File: config.mk
export PLATFORM = sky130hd
export DESIGN_NAME = http_chunked_body_decoder_core
export DESIGN_NICKNAME = d
export VERILOG_FILES = /design/src/hdl/chd_pkg.sv /design/src/hdl/http_chunked_body_decoder_core.sv /design/src/hdl/chd_step.sv /design/src/hdl/chd_out_skid.sv
export SDC_FILE = /design/constraint.sdc
export NUM_CORES = 1
export LEC_CHECK = 0
export ABC_AREA = 1
export BUFFER_PORTS_ARGS = -buffer_cell sky130_fd_sc_hd__buf_2
export CAP_MARGIN = 40
export CORE_ASPECT_RATIO = 1.4
export CORE_MARGIN = 2
export CORE_UTILIZATION = 40
export CTS_BUF_LIST = sky130_fd_sc_hd__clkbuf_8
export CTS_CLUSTER_DIAMETER = 200
export DETAILED_ROUTE_END_ITERATION = 10
export PLACE_DENSITY_LB_ADDON = 0.25
export SETUP_SLACK_MARGIN = 0.3
export SYNTH_ARGS = -nofsm -noshare
export SYNTH_HDL_FRONTEND = slang
export SYNTH_SLANG_ARGS = --single-unit
File: constraint.sdc
create_clock -name clk -period 5 [get_ports clk]
set_input_delay 0.5 -clock clk [delete_from_list [all_inputs] [get_ports clk]]
set_output_delay 0.5 -clock clk [all_outputs]
set_load 0.1 [all_outputs]
File: src/hdl/chd_pkg.sv
// ----------------------------------------------------------------------------
// chd_pkg: shared types and constants of the chunked body decoder
// Decoder state, result beat, character codes and hex/white-space helpers.
// ----------------------------------------------------------------------------
package chd_pkg;

	// width of the chunk size counter and longest size line
	localparam int SIZE_BITS = 32;
	localparam int MAX_LINE  = 255;
	localparam int LINE_W    = $clog2(MAX_LINE + 1);

	// line length limits
	localparam logic [LINE_W-1:0] LINE_PARSE_LIM = LINE_W'(MAX_LINE - 2);
	localparam logic [LINE_W-1:0] LINE_MAX       = LINE_W'(MAX_LINE);

	// command codes
	localparam logic FUNC_BYTE    = 1'b0;
	localparam logic FUNC_RESTART = 1'b1;

	// character codes
	localparam logic [7:0] CH_TAB   = 8'h09;
	localparam logic [7:0] CH_LF    = 8'h0A;
	localparam logic [7:0] CH_VT    = 8'h0B;
	localparam logic [7:0] CH_FF    = 8'h0C;
	localparam logic [7:0] CH_CR    = 8'h0D;
	localparam logic [7:0] CH_SPACE = 8'h20;
	localparam logic [7:0] CH_ZERO  = 8'h30;
	localparam logic [7:0] CH_NINE  = 8'h39;
	localparam logic [7:0] CH_UA    = 8'h41;
	localparam logic [7:0] CH_UF    = 8'h46;
	localparam logic [7:0] CH_UX    = 8'h58;
	localparam logic [7:0] CH_LA    = 8'h61;
	localparam logic [7:0] CH_LF_A  = 8'h66;
	localparam logic [7:0] CH_LX    = 8'h78;

	typedef enum logic [1:0] {
		PH_LINE,
		PH_DATA,
		PH_TRAIL,
		PH_ENDTRAIL
	} phase_t;

	typedef enum logic [1:0] {
		NS_SPACE,
		NS_ZERO,
		NS_DIGITS,
		NS_DONE
	} nstage_t;

	typedef struct packed {
		phase_t                phase;
		logic [SIZE_BITS-1:0]  size;
		logic [LINE_W-1:0]     line_cnt;
		logic                  prev_cr;
		nstage_t               nstage;
		logic                  skip;
	} state_t;

	typedef struct packed {
		logic [7:0] byte_out;
		logic       last_of_chunk;
		logic       body_end;
	} beat_t;

	localparam state_t STATE_START = '{
		phase:    PH_LINE,
		size:     '0,
		line_cnt: '0,
		prev_cr:  1'b0,
		nstage:   NS_SPACE,
		skip:     1'b0
	};

	// white space as skipped before the number
	function automatic logic is_space(input logic [7:0] c);
		return (c == CH_SPACE) || (c inside {[CH_TAB:CH_CR]});
	endfunction

	// hex digit decode: bit 4 flags a digit, low bits carry its value
	function automatic logic [4:0] hex_decode(input logic [7:0] c);
		logic [4:0] r;
		r = '0;
		if (c inside {[CH_ZERO:CH_NINE]})
			r = {1'b1, 4'(c - CH_ZERO)};
		else if (c inside {[CH_LA:CH_LF_A]})
			r = {1'b1, 4'(c - CH_LA + 8'd10)};
		else if (c inside {[CH_UA:CH_UF]})
			r = {1'b1, 4'(c - CH_UA + 8'd10)};
		return r;
	endfunction

endpackage

File: src/hdl/http_chunked_body_decoder_core.sv
// A payload or body end beat is registered in the output stage, or held in the skid stage.
// One byte or restart per cycle unless stalled; size line and trailer give no payload beat.
// The skid stage lets input run on while an output beat waits; input stalls only when full.
// Reset clears the decoder to expect a size line and empties the output stages.
// ----------------------------------------------------------------------------
// http_chunked_body_decoder_core: chunked transfer body decoder
// Parses hex chunk size lines, forwards payload bytes and flags body end.
// ----------------------------------------------------------------------------
module http_chunked_body_decoder_core
	import chd_pkg::*;
(
	input  logic       clk,
	input  logic       arst_n,
	input  logic       in_valid,
	output logic       in_stall,
	input  logic       func,
	input  logic [7:0] byte_in,
	output logic       out_valid,
	input  logic       out_stall,
	output logic [7:0] byte_out,
	output logic       last_of_chunk,
	output logic       body_end
);

	state_t state_q;
	state_t state_nxt;
	logic   has_beat;
	beat_t  beat;
	beat_t  out_beat;
	logic   skid_full;
	logic   take;

	assign in_stall = skid_full;
	assign take     = in_valid && !skid_full;

	chd_step u_step (
		.cur      (state_q),
		.func     (func),
		.byte_in  (byte_in),
		.nxt      (state_nxt),
		.has_beat (has_beat),
		.beat     (beat)
	);

	// decoder state, updated once per input beat
	always_ff @(posedge clk or negedge arst_n) begin
		if (!arst_n)
			state_q <= STATE_START;
		else if (take)
			state_q <= state_nxt;
	end

	chd_out_skid u_out (
		.clk       (clk),
		.arst_n    (arst_n),
		.push      (take && has_beat),
		.push_beat (beat),
		.full      (skid_full),
		.out_valid (out_valid),
		.out_stall (out_stall),
		.out_beat  (out_beat)
	);

	assign byte_out      = out_beat.byte_out;
	assign last_of_chunk = out_beat.last_of_chunk;
	assign body_end      = out_beat.body_end;

endmodule

File: src/hdl/chd_step.sv
// ----------------------------------------------------------------------------
// chd_step: next state and result of one received byte
// Size line parsing, payload countdown and trailer drop in one pass.
// ----------------------------------------------------------------------------
module chd_step
	import chd_pkg::*;
(
	input  state_t cur,
	input  logic   func,
	input  logic [7:0] byte_in,
	output state_t nxt,
	output logic   has_beat,
	output beat_t  beat
);

	logic [4:0]           hex;
	logic                 is_digit;
	logic [3:0]           digit;
	logic                 sat;
	logic [SIZE_BITS-1:0] size_dig;
	logic [SIZE_BITS-1:0] size_parsed;
	nstage_t              ns_parsed;
	logic [LINE_W-1:0]    len_inc;
	logic                 ended;
	logic [SIZE_BITS-1:0] remain;

	assign hex      = hex_decode(byte_in);
	assign is_digit = hex[4];
	assign digit    = hex[3:0];

	// saturating shift in of one hex digit
	assign sat      = cur.size[SIZE_BITS-1:SIZE_BITS-4] != '0;
	assign size_dig = sat ? '1 : {cur.size[SIZE_BITS-5:0], digit};

	// number parse of a size line byte
	always_comb begin
		size_parsed = cur.size;
		ns_parsed   = cur.nstage;
		if (cur.line_cnt < LINE_PARSE_LIM) begin
			case (cur.nstage)
				NS_SPACE: begin
					if (is_space(byte_in)) begin
						ns_parsed = NS_SPACE;
					end else if (byte_in == CH_ZERO) begin
						size_parsed = '0;
						ns_parsed   = NS_ZERO;
					end else if (is_digit) begin
						size_parsed = SIZE_BITS'(digit);
						ns_parsed   = NS_DIGITS;
					end else begin
						size_parsed = '0;
						ns_parsed   = NS_DONE;
					end
				end
				NS_ZERO: begin
					if (byte_in == CH_LX || byte_in == CH_UX) begin
						ns_parsed = NS_DIGITS;
					end else if (is_digit) begin
						size_parsed = size_dig;
						ns_parsed   = NS_DIGITS;
					end else begin
						ns_parsed = NS_DONE;
					end
				end
				NS_DIGITS: begin
					if (is_digit)
						size_parsed = size_dig;
					else
						ns_parsed = NS_DONE;
				end
				default: begin
					ns_parsed = NS_DONE;
				end
			endcase
		end
	end

	// line end on cr lf or at the length limit
	assign len_inc = cur.line_cnt + 1'b1;
	assign ended   = (cur.prev_cr && byte_in == CH_LF) || (len_inc >= LINE_MAX);
	assign remain  = cur.size - 1'b1;

	// phase sequencing and result beat
	always_comb begin
		nxt      = cur;
		has_beat = 1'b0;
		beat     = '{byte_out: byte_in, last_of_chunk: 1'b0, body_end: 1'b0};
		if (func == FUNC_RESTART) begin
			nxt = STATE_START;
		end else begin
			case (cur.phase)
				PH_LINE: begin
					nxt.size     = size_parsed;
					nxt.nstage   = ns_parsed;
					nxt.line_cnt = len_inc;
					nxt.prev_cr  = byte_in == CH_CR;
					if (ended) begin
						nxt.line_cnt = '0;
						nxt.prev_cr  = 1'b0;
						nxt.nstage   = NS_SPACE;
						nxt.skip     = 1'b0;
						nxt.phase    = (size_parsed == '0) ? PH_ENDTRAIL : PH_DATA;
					end
				end
				PH_DATA: begin
					nxt.size            = remain;
					has_beat            = 1'b1;
					beat.last_of_chunk  = remain == '0;
					if (remain == '0) begin
						nxt.phase = PH_TRAIL;
						nxt.skip  = 1'b0;
					end
				end
				PH_TRAIL: begin
					if (!cur.skip)
						nxt.skip = 1'b1;
					else
						nxt = STATE_START;
				end
				PH_ENDTRAIL: begin
					if (!cur.skip) begin
						nxt.skip = 1'b1;
					end else begin
						nxt      = STATE_START;
						has_beat = 1'b1;
						beat     = '{byte_out: 8'h00, last_of_chunk: 1'b0, body_end: 1'b1};
					end
				end
				default: begin
					nxt = STATE_START;
				end
			endcase
		end
	end

endmodule

File: src/hdl/chd_out_skid.sv
// ----------------------------------------------------------------------------
// chd_out_skid: output register with skid stage
// Holds result beats so the input side keeps running while the output stalls.
// ----------------------------------------------------------------------------
module chd_out_skid
	import chd_pkg::*;
(
	input  logic  clk,
	input  logic  arst_n,
	input  logic  push,
	input  beat_t push_beat,
	output logic  full,
	output logic  out_valid,
	input  logic  out_stall,
	output beat_t out_beat
);

	logic  out_vld_q;
	beat_t out_q;
	logic  skid_vld_q;
	beat_t skid_q;
	logic  out_free;

	// output slot is free when empty or its beat leaves this cycle
	assign out_free = !out_vld_q || !out_stall;

	// valid flags
	always_ff @(posedge clk or negedge arst_n) begin
		if (!arst_n) begin
			out_vld_q  <= 1'b0;
			skid_vld_q <= 1'b0;
		end else if (out_free) begin
			out_vld_q  <= skid_vld_q || push;
			skid_vld_q <= 1'b0;
		end else if (push) begin
			skid_vld_q <= 1'b1;
		end
	end

	// payload
	always_ff @(posedge clk) begin
		if (out_free) begin
			if (skid_vld_q)
				out_q <= skid_q;
			else if (push)
				out_q <= push_beat;
		end else if (push) begin
			skid_q <= push_beat;
		end
	end

	assign full      = skid_vld_q;
	assign out_valid = out_vld_q;
	assign out_beat  = out_q;

endmodule

== After elaboration in Yosys (flattened, before gate mapping) ==
Index checks and enable logic that the tools add are counted.

* Flip-flop bits (word level): 68
* Input port bits: 13
* Output and inout port bits: 12
* Logic and storage cells: 120

* $add $sub $neg: 7
* Order comparisons: 10
* Equal/unequal tests: 16
* Muxes and demuxes: 41
* Bitwise operators: 1
* Reductions and logical operators: 31

{| class="wikitable"
|+ Operator list
! kind !! number
|-
| $mux 32 || 6
|-
| $pmux 34 s3 || 1
|-
| $pmux 32 s3 || 1
|-
| $logic_not 32->1 || 2
|-
| $mux 46 || 1
|-
| $mux 45 || 1
|-
| $mux 10 || 4
|-
| $sub 32x1->32 const B || 1
|-
| $pmux 11 s2 || 1
|-
| $eq 8x4->1 const B || 2
|-
| $eq 8x6->1 const B || 2
|-
| $eq 8x7->1 const B || 2
|-
| $ge 8x7->1 const B || 2
|-
| $le 8x7->1 const B || 2
|-
| $mux 2 || 8
|-
| $mux 5 || 3
|-
| $mux 12 || 1
|-
| $sub 4x1->4 const B || 3
|-
| $add 4x4->4 const B || 2
|-
| $add 8x1->8 const B || 1
|-
| $ge 8x4->1 const B || 1
|-
| $ge 8x6->1 const B || 1
|-
| $ge 8x8->1 const B || 1
|-
| $le 8x4->1 const B || 1
|-
| other kinds (27) || 56
|}

== Longest topological paths before layout ==
Gate-level depths: netlist (run 1).

* Depth in word-level cells: 15
* Gate-level depth with buffers: 21
* Gate-level depth less buffers: 21

== Modules after synthesis ==
A second synthesis (run 1) with hierarchy kept.

* Cells, all modules: 1092
* Area total of the unflattened synthesis: 6630.1 µm²

{| class="wikitable"
|+ Modules (own cells, without submodules)
! module !! instances !! cells each !! area an instance (µm²) !! sequential area each (µm²)
|-
| chd_step || 1 || 827 || 3933.8 || 0.0
|-
| http_chunked_body_decoder_core || 1 || 203 || 1888.1 || 1151.1
|-
| chd_out_skid || 1 || 62 || 808.3 || 650.6
|}

== Worst setup path before layout (run 1) ==
No wires, ideal clock.

* Path kind: flip-flop to flip-flop
* From: register u_out.out_vld_q, in the netlist u_out.out_valid
* To: register u_out.skid_q[0] in the netlist's numbering, enable pin
* Setup time: 0.404 ns
* Arrival: 2.241 ns
* Required time: 4.596 ns
* Path slack: 2.356 ns
* Cell stages (with the launch flop): 3
* Path buffers: 0
* Clock period less this slack: 2.644 ns
* Path through: dfrtp_1 -> nand2_1 -> nor4_1

* Cells in the longest elaborated chain, start to end: 4

{| class="wikitable"
|+ RTL lines
! what !! line !! text
|-
| start, declared || chd_out_skid.sv:18 || <nowiki>logic out_vld_q;</nowiki>
|-
| start signal, assigned || chd_out_skid.sv:33 || <nowiki>out_vld_q <= skid_vld_q || push;</nowiki>
|-
| $logic_not 1->1 || chd_out_skid.sv:25 || <nowiki>assign out_free = !out_vld_q || !out_stall;</nowiki>
|-
| $logic_or 1x1->1 || chd_out_skid.sv:25 ||
|-
| $not 1->1 (no source line) || - ||
|-
| $reduce_and 2->1 (no source line) || - ||
|-
| end signal, assigned || chd_out_skid.sv:48 || <nowiki>skid_q <= push_beat;</nowiki>
|-
| end, declared || chd_out_skid.sv:21 || <nowiki>beat_t skid_q;</nowiki>
|}

Every way passes these cells.
A chain may end at the register's enable or synchronous reset.

== Worst setup path in the final report (run 1) ==
* From: input port byte_in[0]
* To: register state_q[45] in the netlist's numbering

* Cells in the longest elaborated chain, start to end: 15
* Elaborated cells between the ends (all ways): 44
* Classes of those cells: add/sub: 5; order compare: 8; eq/ne: 6; mux: 15; reduce/logical: 10

{| class="wikitable"
|+ RTL lines
! what !! line !! text
|-
| start, declared || http_chunked_body_decoder_core.sv:17 || <nowiki>input logic [7:0] byte_in,</nowiki>
|-
| $sub 4x1->4 (tied with other cells) || chd_pkg.sv:86, chd_pkg.sv:88 ||
|-
| $add 4x4->4 / $logic_and 1x1->1 (equally long branches) || chd_pkg.sv:86, chd_pkg.sv:88, chd_pkg.sv:87 ||
|-
| $mux 5 || chd_pkg.sv:87 || <nowiki>else if (c inside {[CH_UA:CH_UF]})</nowiki>
|-
| $mux 5 || chd_pkg.sv:85 || <nowiki>else if (c inside {[CH_LA:CH_LF_A]})</nowiki>
|-
| $mux 5 || chd_pkg.sv:83 || <nowiki>if (c inside {[CH_ZERO:CH_NINE]})</nowiki>
|-
| $mux 32 / $mux 4 (equally long branches) || chd_step.sv:33, chd_step.sv:47 ||
|-
| $mux 32, on equally long branches || chd_step.sv:58, chd_step.sv:66, chd_step.sv:44 ||
|-
| $mux 32, on equally long branches || chd_step.sv:56, chd_step.sv:42 ||
|-
| $pmux 32 s3 || chd_step.sv:40 || <nowiki>case (cur.nstage)</nowiki>
|-
| $mux 32 || chd_step.sv:39 || <nowiki>if (cur.line_cnt < LINE_PARSE_LIM) begin</nowiki>
|-
| $logic_not 32->1 || chd_step.sv:102 || <nowiki>nxt.phase = (size_parsed == '0) ? PH_ENDTRAIL : PH_DATA;</nowiki>
|-
| $mux 2 || chd_step.sv:102 ||
|-
| $mux 2 || chd_step.sv:97 || <nowiki>if (ended) begin</nowiki>
|-
| $pmux 34 s3 || chd_step.sv:91 || <nowiki>case (cur.phase)</nowiki>
|-
| $mux 46 || chd_step.sv:88 || <nowiki>if (func == FUNC_RESTART) begin</nowiki>
|-
| end signal, assigned || http_chunked_body_decoder_core.sv:50 || <nowiki>state_q <= state_nxt;</nowiki>
|-
| end, declared || http_chunked_body_decoder_core.sv:25 || <nowiki>state_t state_q;</nowiki>
|}

Parallel ways exist; a longest one is shown, timed or not. The select of a mux whose other input is x is not followed.

==> out/qor.yml, run 1 <==
placement:
  hpwlAfterDp_mm: 15.0
  gp_congestion: 0.932
  place_area_mm2: 0.00659
  port_buffers: 24
sta:
  period_share_pct: 66.3
  grt_setup_unrepaired: "false"
  skew_ps: 12.1
  slew_headroom_pct: 38.2
  worstMarginPinSlew_ps: 926
  finalSetupViolCount: 0
  tns_ps: 0
  fmax_mhz: 302
  drv_slew: 0
  fin_crit_ps: 3310
  hold_viol: 0
drt:
  wl_met3_mm: 1.16
  highest_layer: "met4"
  post_drt_wl_per_cell_um: 17.5
  drtIter0Drc: 584
  drcViolationCount: 0
  viasPerCell: 5.66
  postRouteAntennaNets: 0
  firstDrtPassIters: 7
  wl_met1_mm: 7.82
  wl_mm: 20.9
  wl_met2_mm: 10.9
  vias: 6749
clocking:
  cts_sinks: 68
  ctsHtreeMaxLevel: 3
  clk_pin_slew_worst_paths_ps: 90
  cts_tree: "built"
  ctsRootBufferMaster: "clkbuf_8"
  postCtsSetupRepairBufs: 0
  numCtsBuffers: 9
  clock_latency_ps: 370
  cts_resized: 0
  cts_hold_buf: 0
  cts_buffer_depth: 2
floorplanning:
  io_pins: 25
  floorplan.rows: 54
  die-area_mm2: 0.0168
  die_h_um: 153
  core_mm2: 0.0155
  start_util_pct: 40.6
  die_x_um: 110
worst_setup_path:
  critPathRequiredTime_ps: 5310
  start_kind: "input pin"
  crit_path_end_kind: "flip-flop"
  critPathMaxFanout: 37
  critPathKind: "in2reg"
  crit_arrival_ps: 3620
final_layout:
  area_growth_pct: 8.35
  final_layout_size_suffix_gt1_share_pct: 9.34
  layout.cells.most_common_list: "nand2_1 (276), nand3_1 (123), nor2_1 (113)"
  multiInputGateArea_mm2: 0.00389
  nets: 1013
  register_area_mm2: 0.00180
  nFillCells: 1678
  antenna_cells: 0
  final_common_cell: "nand2_1"
  postLayoutCellArea_mm2: 0.00683
grt:
  antenna_found_initial: 0
  grt_max_degree: 49
  grt_usage_pct: 25.5
  grt_pass1_wl_mm: 33.6
  grt_pass1_vias: 6689
  grt_remaining_overflow: 0
logic_synthesis:
  ys_seq_area_share_pct: 28.6
  avgSynthCellArea_um2: 6.40
  synth_cell_types: 50
  synthesis.area_mm2: 0.00631
  synth_ff_type: "dfrtp_1"
  synth_seq_cells: 68
  synth_edf_count: 20
  synthArstFlopShare_pct: 70.6
  synthesis.nets: 1008
  syn_inst: 986
  yosys_warnings: 0
outcome:
  outcome: "finished clean"
flow_run:
  cap_violations: 0
power_and_ir_drop:
  ir_drop_uv: 259
  p_leak_nw: 3.24
  p_per_area_mw_per_mm2: 693
hold_path:
  hold_path_class: "in2async"
## final timing paths
kind | start | end | slack [ps] | cells after the start
max | byte_in[0] | state_q[45] | 1690 | 20
min | arst_n | state_q[22] | 230 | 2
max reg2reg | state_q[40] | state_q[45] | 1900 | 17
min reg2reg | state_q[3] | state_q[3] | 500 | 2
max in group asynchronous | arst_n | state_q[9] | 4270 | 2
min in group clk | out_stall | u_out.out_valid | 410 | 3
## logic make-up after synthesis
kind of cell,count (synthesis),share of synthesized area (%)
buffers and inverters,155,9.92
AO/OA/AOI/OAI,104,10.3
adder cells (fa/ha/maj),9,1.79
XOR/XNOR,28,4.01
flip-flops,68,28.6
AND/OR/NAND/NOR,622,45.4
## cell type report
cell class / count / share of cell area [%]
Sequential cell: 68 / 26.4
Multi-Input combinational cell: 763 / 56.9
Clock inverter: 7 / 1.81
Tap cell: 196 / 3.59
Inverter: 111 / 6.11
Timing Repair Buffer: 38 / 3.41
Clock buffer: 9 / 1.81
## worst max-delay path: stages
cell     delay [ps]
buf_2           140
inv_1           100
ha_1            270
a21oi_2         170
nand2_1          80
nand2_2         560
nand3_4         520
nand2_1         180
nand2_1          80
nand2_1         100
nand3_1          70
nand2_1          90
nand2_1          60
nor2_1          100
nand2_1          50
nor2_1          260
nand2_1         100
nand2_1          70
nand2_1          50
nand2_1          50
## metrics by stage
step           power, W  utilization, %  std cells  hold WS, ps  setup slack, ps
3_5_place_dp    0.00410            42.4       1176          477             1380
3_3_place_gp    0.00410            42.1       1171          472             1390
4_1_cts         0.00470            44.0       1192          271             1750
5_1_grt         0.00517            44.0       1192          290             1380
6_report        0.00474            44.0       1192          227             1690
2_1_floorplan   0.00333               -        986          204             2360
## registers in the layout, summed over array words and instances, names as in the netlist
register and cells:
u_out.skid_q 10, u_out.full 1, u_out.out_beat 10, u_out.out_valid 1, state_q 46
## power breakdown
| part | total (W) | internal (W) | switching, W |
|---|---|---|---|
| registers | 0.000948 | 0.000705 | 0.000243 |
| clock network | 0.000590 | 0.000335 | 0.000255 |
| logic | 0.00320 | 0.00101 | 0.00219 |
## cell usage after synthesis (all sizes together), types with 9 or more instances
cell    instances  area share [%]
dfrtp          48              19
nor3           17             1.9
nand3b         18             2.1
nor2          122             8.0
nand3         126              10
ha              9             1.8
clkbuf         23             1.4
o21ai          47             3.7
edfxtp         20             9.5
inv           106             6.3
o221ai         22             3.1
nand2         285              17
xor2           27             3.9
nand4          44             4.4
buf            21             1.9
a21oi          15             1.2
## per-layer routing
layer | vias to the layer above | track usage (%)
met2 | 266 | 45.9
met4 | 0 | 12.9
li1 | 3304 | -
met5 | - | 0
met1 | 3102 | 28.2
met3 | 77 | 3.81
No activity file was read; power rests on OpenSTA's default activity.
==> run 2: changes to the inputs <==
- clock period: 5 -> 3.2 ns (I/O delays scaled with it)
==> out/qor.yml, run 2 (same netlist as run 1, synthesis figures left out) <==
outcome:
  outcome: "finished clean"
clocking:
  ctsHtreeMaxLevel: 3
  cts_buffer_depth: 2
  ctsRootBufferMaster: "clkbuf_8"
  numCtsBuffers: 9
  cts_tree: "built"
  cts_sinks: 68
  clk_pin_slew_worst_paths_ps: 90
  clock_latency_ps: 370
worst_setup_path:
  rrSetupSlack_ps: 520
  crit_arrival_ps: 2940
  critPathMaxFanout: 5
  crit_family: "simple AND/OR/NAND/NOR gates"
  rr_startpoint: "state_q[13]"
  critPathMostFrequentCell: "nand2_1"
  critPathMaxStageDelay_ps: 450
  worstRegToRegCells: 16
  critPathKind: "reg2reg"
  r2r-end: "state_q[44]"
  start_kind: "flip-flop"
  critPathRequiredTime_ps: 3460
  path_buf_inv: 4
  crit_path_end_kind: "flip-flop"
  cp_cell_sequence: "inv_1 -> ha_1 -> inv_1 -> nor2_1 -> buf_4 -> nand4_1 -> xor2_1 -> nand2_1 -> clkinv_1 -> nand2_1 -> nor2_1 -> nand3b_1 -> nand2_1 -> nand3_1 -> nand2_1 -> o21ai_1"
  slowest_stage: "dfrtp_1"
hold_path:
  whs_path_depth: 3
  hold_end: "u_out.out_valid"
  min-delay-start: "in_valid"
  hold_path_class: "in2reg"
grt:
  grt_remaining_overflow: 0
  use_met2_pct: 46.2
  antenna_found_initial: 0
  met1_usage_pct: 29.6
  grt.met3_usage_pct: 3.81
  grt_pass1_wl_mm: 34.2
  grt_pass1_vias: 6567
  busiest_layer: "met2"
  grt_max_degree: 28
  grt_usage_pct: 25.9
floorplanning:
  die_h_um: 153
  die_x_um: 110
  io_pins: 25
  start_util_pct: 40.6
  core_mm2: 0.0155
  die-area_mm2: 0.0168
  floorplan.rows: 54
final_layout:
  layout.cells.most_common_list: "nand2_1 (276), nand3_1 (123), nor2_1 (111)"
  largest_reg_flops: 46
  final_cells: 1208
  area_growth_pct: 10.6
  final_layout_size_suffix_gt1_share_pct: 11.5
  antenna_cells: 0
  regMostFlops: "state_q"
  nets: 1029
  final_common_cell: "nand2_1"
  nFillCells: 1669
sta:
  timing.hold.ws_ps: 235
  worstMarginPinSlew_ps: 683
  drv_slew: 0
  grt_setup_unrepaired: "false"
  skew_ps: 13.3
  slew_headroom_pct: 54.5
  fmax_mhz: 373
  hold_viol: 0
  finalSetupViolCount: 0
  period_share_pct: 83.8
  tns_ps: 0
  fin_crit_ps: 2680
drt:
  firstDrtPassIters: 5
  wl_mm: 21.5
  postRouteAntennaNets: 0
  vias: 6910
  drtIter0Drc: 687
  viasPerCell: 5.72
  post_drt_wl_per_cell_um: 17.8
  drcViolationCount: 0
placement:
  port_buffers: 24
  gp_congestion: 0.934
  dp_cells: 1187
  hpwlAfterDp_mm: 15.6
flow_run:
  cap_violations: 0
power_and_ir_drop:
  p_leak_nw: 3.30
  ir_drop_uv: 393
  p_per_area_mw_per_mm2: 1090
## run 2: layer usage
metal	vias to the layer above	share of wire (%)
li1	3332	-
met1	3204	38
met2	301	51
met3	73	5.7
met4	0	4.6
met5	-	0
## run 2: layout make-up
type	count	area, um^2	area share, %
flip-flops and latches	68	1800	25.8
multi-input cells	764	3940	56.5
clock inverters	7	82.6	1.18
clock buffers	9	124	1.78
inverters	111	419	6.01
well taps	196	245	3.52
repair buffers	53	360	5.17
## run 2: per-stage QoR
| stage | setup WS [ps] | area [um^2] | power (W) | utilization (%) |
|---|---|---|---|---|
| global route | 307 | 6980 | 0.00823 | 44.9 |
| finish | 518 | 6980 | 0.00762 | 44.9 |
| CTS | 361 | 6890 | 0.00740 | 44.3 |
| detailed placement | 227 | 6670 | 0.00656 | 42.9 |
| global placement | 248 | 6650 | 0.00656 | 42.8 |
| floorplan | 556 | 6310 | 0.00520 | - |
## run 2: timing repair
item                                   CTS  global route
endpoints found under the hold margin   10             0
setup endpoints to repair                0             5
buffers inserted                         0             3
resized for setup                        0            10
hold buffers                             1             0
## run 2: worst max path at each step
stage	startpoint	to	slack, ps	depth (start not counted)
3_5_place_dp	byte_in[0]	state_q[45]	230	21
2_1_floorplan	u_out.out_valid	u_out.skid_q[0]	560	2
4_1_cts	state_q[4]	state_q[45]	360	18
3_3_place_gp	byte_in[0]	state_q[45]	250	22
5_1_grt	state_q[13]	state_q[44]	310	14
6_report	state_q[13]	state_q[44]	520	16
## run 2: worst reg2reg max path, delay by kind of cell (launching register included)
kind	cells	cell delay, ps
adder cells (fa/ha/maj)	1	220
XOR/XNOR	1	320
flip-flops	1	450
AO/OA/AOI/OAI	1	60
AND/OR/NAND/NOR	9	1070
buffers and inverters	4	470
## run 2: report_power, final
group,leakage [nW],internal [W],switching (W)
logic,2.37,0.00170,0.00363
registers,0.833,0.00110,0.000375
clock network,0.0988,0.000374,0.000435
